<file path="src/rtl/sfcr_pkg.sv">
// Package for the sensor frame check and retry block: result codes, register
// indexes, conversion constants and the CRC-8 byte update.
// No dependencies.
package sfcr_pkg;

    // Outcome codes
    typedef enum logic [1:0] {
        OUT_SUCCESS = 2'd0,
        OUT_RETRY   = 2'd1,
        OUT_GAVE_UP = 2'd2
    } outcome_t;

    // Error kinds
    typedef enum logic [1:0] {
        ERR_NONE = 2'd0,
        ERR_BUS  = 2'd1,
        ERR_CRC  = 2'd2
    } error_kind_t;

    // Register indexes (word address = paddr[3:2])
    typedef enum logic [1:0] {
        REG_MAX_ATTEMPTS       = 2'd0,
        REG_BASE_BACKOFF_MS    = 2'd1,
        REG_RESET_FROM_ATTEMPT = 2'd2,
        REG_UNUSED             = 2'd3
    } reg_index_t;

    // Register reset values
    localparam logic [3:0] MAX_ATTEMPTS_RST       = 4'd5;
    localparam logic [7:0] BASE_BACKOFF_RST       = 8'd10;
    localparam logic [2:0] RESET_FROM_ATTEMPT_RST = 3'd2;

    // Attempt limits after clamping
    localparam logic [3:0] ATTEMPTS_MIN = 4'd1;
    localparam logic [3:0] ATTEMPTS_MAX = 4'd8;

    // CRC-8 polynomial x^8+x^5+x^4+1, MSB first
    localparam logic [7:0] CRC_POLY = 8'h31;

    // Conversion: value = floor(SCALE * raw / 65536) + OFFSET
    localparam logic [14:0] TEMP_SCALE   = 15'd17572;
    localparam logic [14:0] HUMID_SCALE  = 15'd12500;
    localparam logic signed [15:0] TEMP_OFFSET  = -16'sd4685;
    localparam logic signed [15:0] HUMID_OFFSET = -16'sd600;
    localparam logic signed [15:0] HUMID_CEIL   = 16'sd10000;

    // Status bits in the low data byte
    localparam logic [15:0] STATUS_MASK = 16'hFFFC;

    // Shift one byte through the CRC register, eight steps
    function automatic logic [7:0] crc8_byte(input logic [7:0] crc, input logic [7:0] data);
        logic [7:0] c;
        c = crc ^ data;
        for (int i = 0; i < 8; i++) begin
            if (c[7]) begin
                c = {c[6:0], 1'b0} ^ CRC_POLY;
            end else begin
                c = {c[6:0], 1'b0};
            end
        end
        return c;
    endfunction

endpackage

</file>
<file path="src/rtl/sensor_frame_check_retry_top.sv">
// Top level of the sensor frame check and retry block: CRC check, value
// conversion, retry bookkeeping and the APB register bank.
// Depends on sfcr_pkg.
//
// An accepted input word gives a valid result word in the next cycle.
// Throughput: one word per cycle; the single result register is refilled in
// the same cycle it is drained, so input ready follows the result side.
// Reset: synchronous, active low; clears the attempt index, result valid and
// restores register defaults (max_attempts 5, base_backoff_ms 10,
// reset_from_attempt 2).
module sensor_frame_check_retry_top (
    input  logic        aclk,
    input  logic        aresetn,

    // APB configuration port
    input  logic        psel,
    input  logic        penable,
    input  logic        pwrite,
    input  logic [3:0]  paddr,
    input  logic [31:0] pwdata,
    output logic [31:0] prdata,
    output logic        pready,

    // Input channel
    input  logic        s_valid,
    output logic        s_ready,
    input  logic        s_bus_ok,
    input  logic        s_measure_kind,
    input  logic [7:0]  s_data_high,
    input  logic [7:0]  s_data_low,
    input  logic [7:0]  s_check_byte,

    // Result channel
    output logic        m_valid,
    input  logic        m_ready,
    output logic [1:0]  m_outcome,
    output logic [1:0]  m_error_kind,
    output logic        m_soft_reset,
    output logic [14:0] m_backoff_ms,
    output logic signed [14:0] m_value,
    output logic [3:0]  m_attempt_number
);
    import sfcr_pkg::*;

    // Configuration registers
    logic [3:0]  max_attempts_reg;
    logic [7:0]  base_backoff_reg;
    logic [2:0]  reset_from_reg;

    // Attempt state and result register
    logic [2:0]  attempt_index_reg, attempt_index_next;
    logic        m_valid_reg;
    outcome_t    outcome_reg, outcome_next;
    error_kind_t error_kind_reg, error_kind_next;
    logic        soft_reset_reg, soft_reset_next;
    logic [14:0] backoff_reg, backoff_next;
    logic signed [14:0] value_reg, value_next;
    logic [3:0]  attempt_number_reg, attempt_number_next;

    logic        cfg_write;
    reg_index_t  cfg_index;
    logic        in_accept;

    // Datapath intermediates
    logic [7:0]  crc_calc;
    logic [15:0] raw;
    logic [14:0] scale;
    logic [30:0] product;
    logic signed [15:0] conv;
    logic [3:0]  max_eff;
    logic [3:0]  attempt_plus1;

    assign pready    = 1'b1;
    assign cfg_write = psel & penable & pwrite;
    assign cfg_index = reg_index_t'(paddr[3:2]);

    // Read back the addressed register
    always_comb begin
        unique case (cfg_index)
            REG_MAX_ATTEMPTS:       prdata = {28'd0, max_attempts_reg};
            REG_BASE_BACKOFF_MS:    prdata = {24'd0, base_backoff_reg};
            REG_RESET_FROM_ATTEMPT: prdata = {29'd0, reset_from_reg};
            default:                prdata = 32'd0;
        endcase
    end

    // Write the addressed register
    always_ff @(posedge aclk) begin
        if (!aresetn) begin
            max_attempts_reg <= MAX_ATTEMPTS_RST;
            base_backoff_reg <= BASE_BACKOFF_RST;
            reset_from_reg   <= RESET_FROM_ATTEMPT_RST;
        end else if (cfg_write) begin
            unique case (cfg_index)
                REG_MAX_ATTEMPTS:       max_attempts_reg <= pwdata[3:0];
                REG_BASE_BACKOFF_MS:    base_backoff_reg <= pwdata[7:0];
                REG_RESET_FROM_ATTEMPT: reset_from_reg   <= pwdata[2:0];
                default: ;
            endcase
        end
    end

    // Take a new word whenever the result register is empty or draining
    assign s_ready   = !m_valid_reg || m_ready;
    assign in_accept = s_valid && s_ready;

    // Check the frame CRC over high then low byte
    assign crc_calc = crc8_byte(crc8_byte(8'h00, s_data_high), s_data_low);

    // Convert the raw reading with one shared constant multiply
    assign raw     = {s_data_high, s_data_low} & STATUS_MASK;
    assign scale   = s_measure_kind ? TEMP_SCALE : HUMID_SCALE;
    assign product = 31'(scale) * 31'(raw);

    always_comb begin
        logic signed [15:0] scaled;
        scaled = $signed({1'b0, product[30:16]});
        if (s_measure_kind) begin
            conv = scaled + TEMP_OFFSET;
        end else begin
            conv = scaled + HUMID_OFFSET;
            if (conv < 16'sd0) begin
                conv = 16'sd0;
            end else if (conv > HUMID_CEIL) begin
                conv = HUMID_CEIL;
            end
        end
    end

    // Clamp the attempt limit into 1..8
    always_comb begin
        if (max_attempts_reg < ATTEMPTS_MIN) begin
            max_eff = ATTEMPTS_MIN;
        end else if (max_attempts_reg > ATTEMPTS_MAX) begin
            max_eff = ATTEMPTS_MAX;
        end else begin
            max_eff = max_attempts_reg;
        end
    end

    assign attempt_plus1 = {1'b0, attempt_index_reg} + 4'd1;

    // Decide the outcome and the next attempt index
    always_comb begin
        attempt_number_next = attempt_plus1;
        if (!s_bus_ok) begin
            error_kind_next = ERR_BUS;
        end else if (crc_calc != s_check_byte) begin
            error_kind_next = ERR_CRC;
        end else begin
            error_kind_next = ERR_NONE;
        end

        if (error_kind_next == ERR_NONE) begin
            outcome_next       = OUT_SUCCESS;
            soft_reset_next    = 1'b0;
            backoff_next       = 15'd0;
            value_next         = conv[14:0];
            attempt_index_next = 3'd0;
        end else begin
            soft_reset_next = (attempt_index_reg >= reset_from_reg);
            backoff_next    = 15'({7'd0, base_backoff_reg} << attempt_index_reg);
            value_next      = 15'sd0;
            if (attempt_plus1 >= max_eff) begin
                outcome_next       = OUT_GAVE_UP;
                attempt_index_next = 3'd0;
            end else begin
                outcome_next       = OUT_RETRY;
                attempt_index_next = attempt_plus1[2:0];
            end
        end
    end

    // Advance state and hold the result until taken
    always_ff @(posedge aclk) begin
        if (!aresetn) begin
            m_valid_reg       <= 1'b0;
            attempt_index_reg <= 3'd0;
        end else begin
            if (in_accept) begin
                m_valid_reg       <= 1'b1;
                attempt_index_reg <= attempt_index_next;
            end else if (m_ready) begin
                m_valid_reg <= 1'b0;
            end
        end
    end

    // Load the result payload
    always_ff @(posedge aclk) begin
        if (in_accept) begin
            outcome_reg        <= outcome_next;
            error_kind_reg     <= error_kind_next;
            soft_reset_reg     <= soft_reset_next;
            backoff_reg        <= backoff_next;
            value_reg          <= value_next;
            attempt_number_reg <= attempt_number_next;
        end
    end

    assign m_valid          = m_valid_reg;
    assign m_outcome        = outcome_reg;
    assign m_error_kind     = error_kind_reg;
    assign m_soft_reset     = soft_reset_reg;
    assign m_backoff_ms     = backoff_reg;
    assign m_value          = value_reg;
    assign m_attempt_number = attempt_number_reg;

endmodule
</file>
<file path="config.mk">
export PLATFORM = sky130hd
export DESIGN_NAME = sensor_frame_check_retry_top
export DESIGN_NICKNAME = d
export VERILOG_FILES = /design/src/rtl/sfcr_pkg.sv /design/src/rtl/sensor_frame_check_retry_top.sv
export SDC_FILE = /design/constraint.sdc
export NUM_CORES = 1
export LEC_CHECK = 0
export BUFFER_PORTS_ARGS = -buffer_cell sky130_fd_sc_hd__clkbuf_2
export CORE_ASPECT_RATIO = 1.1
export CORE_UTILIZATION = 34
export DETAILED_ROUTE_END_ITERATION = 16
export PLACE_DENSITY_LB_ADDON = 0.2
export SYNTH_ARGS = -nofsm -noshare
export SYNTH_HDL_FRONTEND = slang
export SYNTH_SLANG_ARGS = --single-unit
</file>
<file path="constraint.sdc">
create_clock -name aclk -period 16.6 [get_ports aclk]
set_input_delay 2.49 -clock aclk [delete_from_list [all_inputs] [get_ports aclk]]
set_output_delay 2.49 -clock aclk [all_outputs]
set_load 0.01 [all_outputs]
</file>
==> flow_metrics.env <==
export IMPL_finalInstanceArea_mm2=0.00966
export IMPL_drt_first_iter_violations=225
export IMPL_cts_root_buf="clkbuf_16"
export IMPL_post_cts_resize_count=0
export IMPL_synth_top_family_by_area="adder cells"
export IMPL_totalNegativeSetupSlack_ns=0
export IMPL_place_congestion=0.803
export IMPL_cts_sinks=58
export IMPL_wl_per_cell_um=14.1
export IMPL_die_area_mm2=0.0262
export IMPL_start_util_pct=34.5
export IMPL_synth_top_flop_cell="edfxtp_1"
export IMPL_io_buffer_count=91
export IMPL_maxSlewViolCount=0
export IMPL_insertion_delay_ns=0.32
export IMPL_nets=1295
export IMPL_routed_wl_um=19100
export IMPL_synthArstFlopShare_pct=0
export IMPL_synth_compound_area_share_pct=12.9
export IMPL_post_synth_cell_area_avg_um2=9.11
export IMPL_grt_setup_unrepaired="false"
export IMPL_fin_skew_ns=0.0118
export IMPL_synth_seq_cells=58
export IMPL_fin_crit_sh_pct=60.8
export IMPL_synthCells=955
export IMPL_worstSetupPathType="primary input to register"
export IMPL_n_antenna_cell=0
export IMPL_synthMuxAreaShare_pct=4.00
export IMPL_antenna_found_initial=0
export IMPL_cts_buffers=9
export IMPL_grt_pass1_vias=6541
export IMPL_core_area_mm2=0.0252
export IMPL_worst_slack_ns=6.50
export IMPL_synthAdderAreaFrac_pct=33.1
export IMPL_drive_gt1_share_pct=14.4
export IMPL_yosysSeqAreaShare_pct=17.8
export IMPL_fin_crit_ns=10.10
export IMPL_cp_end_kind="register"
export IMPL_setup_viol=0
export IMPL_vias=6536
export IMPL_top_layer="met4"
export IMPL_synth_xor_xnor_area_share_pct=6.73
export IMPL_cts_tree="done"
export IMPL_die_w_um=155
export IMPL_dr_wl_met2_um=9380
export IMPL_ant_nets=0
export IMPL_placedCellCount=1339
export IMPL_finalHoldViolations=0
export IMPL_syn_to_final_growth_pct=11.0
export IMPL_met3_length_um=468
export IMPL_grt_util_all_layers_pct=15.1
export IMPL_holdBufCountCts=0
export IMPL_synth_distinct_cells=87
export IMPL_reg2reg_depth=7
export IMPL_min_path_type="register to register"
export IMPL_clk_pin_slew_ns=0.05
export IMPL_grt_pass1_wl_um=32000
export IMPL_clock_fmax_mhz=99.0
export IMPL_slew_limit_headroom_pct=40.6
export IMPL_crit_fanout=36
export IMPL_layout_cells_non_filler=1355
export IMPL_post_route_drc_count=0
export IMPL_drv_cap=0
export IMPL_critPathLaunchType="primary input"
export IMPL_hold_depth=2
export IMPL_fp_dieH_um=170
export IMPL_place_area_mm2=0.00936
export IMPL_routedLengthMet1_um=9130
export IMPL_gr_total_overflow=0
export IMPL_synth_edf_count=39
export IMPL_yosys_area_share_simple_pct=15.7
export IMPL_rows=61
export IMPL_syn_area_mm2=0.00870
export IMPL_grt_max_degree=43
export IMPL_required_ns=16.65
export IMPL_h_tree_depth=3
export IMPL_vias_per_cell=4.82
export IMPL_yosysWarnings=0
export IMPL_tightest_slew_ns=0.882
export IMPL_postCtsSetupRepairBufs=0
export IMPL_drtPass1Iterations=6
export IMPL_dpl_worst_slack_ns=6.13
export IMPL_worstPathArrival_ns=10.15
export IMPL_status="finished clean"
export IMPL_cts_buffer_depth=2
export IMPL_ios=143
export IMPL_hpwl_um=16200
==> path summary, 6_finish.rpt <==
check | startpoint | end | slack, ns
max | s_measure_kind | m_value[9] | 6.50
min | max_attempts_reg[0] | max_attempts_reg[0] | 0.53
max reg2reg | attempt_index_reg[0] | attempt_index_reg[2] | 14.11
min reg2reg | max_attempts_reg[0] | max_attempts_reg[0] | 0.53
==> cells by family after synthesis <==
| group | count (synthesis) |
|---|---|
| AND/OR/NAND/NOR | 266 |
| other | 2 |
| buffers and inverters | 191 |
| adder cells (fa/ha/maj) | 191 |
| flip-flops | 58 |
| multiplexers | 33 |
| XOR/XNOR | 51 |
| AO/OA/AOI/OAI | 163 |
==> per-layer routing <==
layer / vias to the layer above / global-route usage (%)
li1: 3370 / -
met1: 3059 / 19.3
met2: 105 / 27.5
met3: 2 / 1.30
met4: 0 / 3.75
met5: - / 0
==> cell usage after synthesis, drive strengths merged (3+ instances only) <==
| master | n | share of area, % |
|---|---|---|
| inv | 128 | 5.5 |
| ha | 126 | 18 |
| fa | 65 | 15 |
| nand2 | 64 | 2.8 |
| nor2 | 62 | 2.7 |
| edfxtp | 39 | 13 |
| o21ai | 37 | 2.3 |
| buf | 36 | 2.9 |
| a21oi | 33 | 1.9 |
| mux2i | 28 | 3.2 |
| xnor2 | 28 | 3.0 |
| clkbuf | 25 | 1.1 |
| nor3 | 25 | 1.6 |
| and2 | 23 | 1.7 |
| dfxtp | 19 | 4.4 |
| nor2b | 18 | 1.3 |
| nand3 | 16 | 0.92 |
| xor2 | 15 | 1.6 |
| nand2b | 13 | 0.94 |
| a211oi | 11 | 0.95 |
| a21o | 10 | 0.88 |
| or2 | 10 | 0.75 |
| a31oi | 9 | 0.65 |
| o211ai | 8 | 0.69 |
| or3 | 8 | 0.58 |
| o21a | 7 | 0.60 |
| a21boi | 6 | 0.52 |
| xnor3 | 6 | 1.6 |
| and3 | 5 | 0.36 |
| nor4 | 5 | 0.36 |
| mux2 | 4 | 0.52 |
| nand4 | 4 | 0.46 |
| o21bai | 4 | 0.35 |
| o221ai | 4 | 0.40 |
| o22ai | 4 | 0.29 |
| a211o | 3 | 0.30 |
| a41oi | 3 | 0.39 |
| nor3b | 3 | 0.26 |
==> area by class of cell <==
type	count	area (um2)
clock buffers	13	282
clock inverters	3	17.5
fillers	2591	15500
inverters	130	489
multi-input cells	742	6450
flip-flops and latches	58	1550
well taps	315	394
repair buffers	94	478
==> worst max-delay path, cell delays in order <==
cell and delay (ns):
clkbuf_2 0.42, nor2b_1 0.51, a21o_2 0.15, ha_1 0.13
inv_1 0.05, fa_1 0.40, fa_1 0.54, inv_1 0.05
fa_1 0.47, fa_1 0.56, inv_1 0.06, fa_1 0.41
inv_1 0.07, ha_1 0.28, and2_1 0.27, and3_1 0.31
a41o_1 0.28, or3_1 0.36, and2_1 0.24, ha_1 0.26
or4b_2 0.67, a32oi_1 0.23, a31oi_1 0.09, a2111oi_0 0.43
nor2_1 0.12, a311o_1 0.30
==> metrics by stage <==
step / utilization, % / hold WS [ns]
detailed placement: 37.2 / 0.507
global route: 38.4 / 0.586
floorplan: - / 0.467
CTS: 38.4 / 0.520
global placement: 37.2 / 0.501
finish: 38.4 / 0.525
==> layout by cell type, fill, tap and decap left out, types with 13 or more instances in the layout <==
master	netlist	final
ha_1	126	126
conb_1	2	38
edfxtp_1	39	39
xnor2_1	26	26
o21ai_0	35	35
nand2_1	64	64
nor2_1	62	62
mux2i_1	28	28
fa_1	65	65
nor3_1	22	22
xor2_1	14	14
inv_1	128	128
nand3_1	16	16
clkbuf_2	0	91
nor2b_1	18	18
nand2b_1	13	13
dfxtp_1	19	19
and2_1	21	21
a21oi_1	33	33
Power is not shown: default switching activity piles up to over one toggle a cycle in this logic, so the estimate is an artifact.
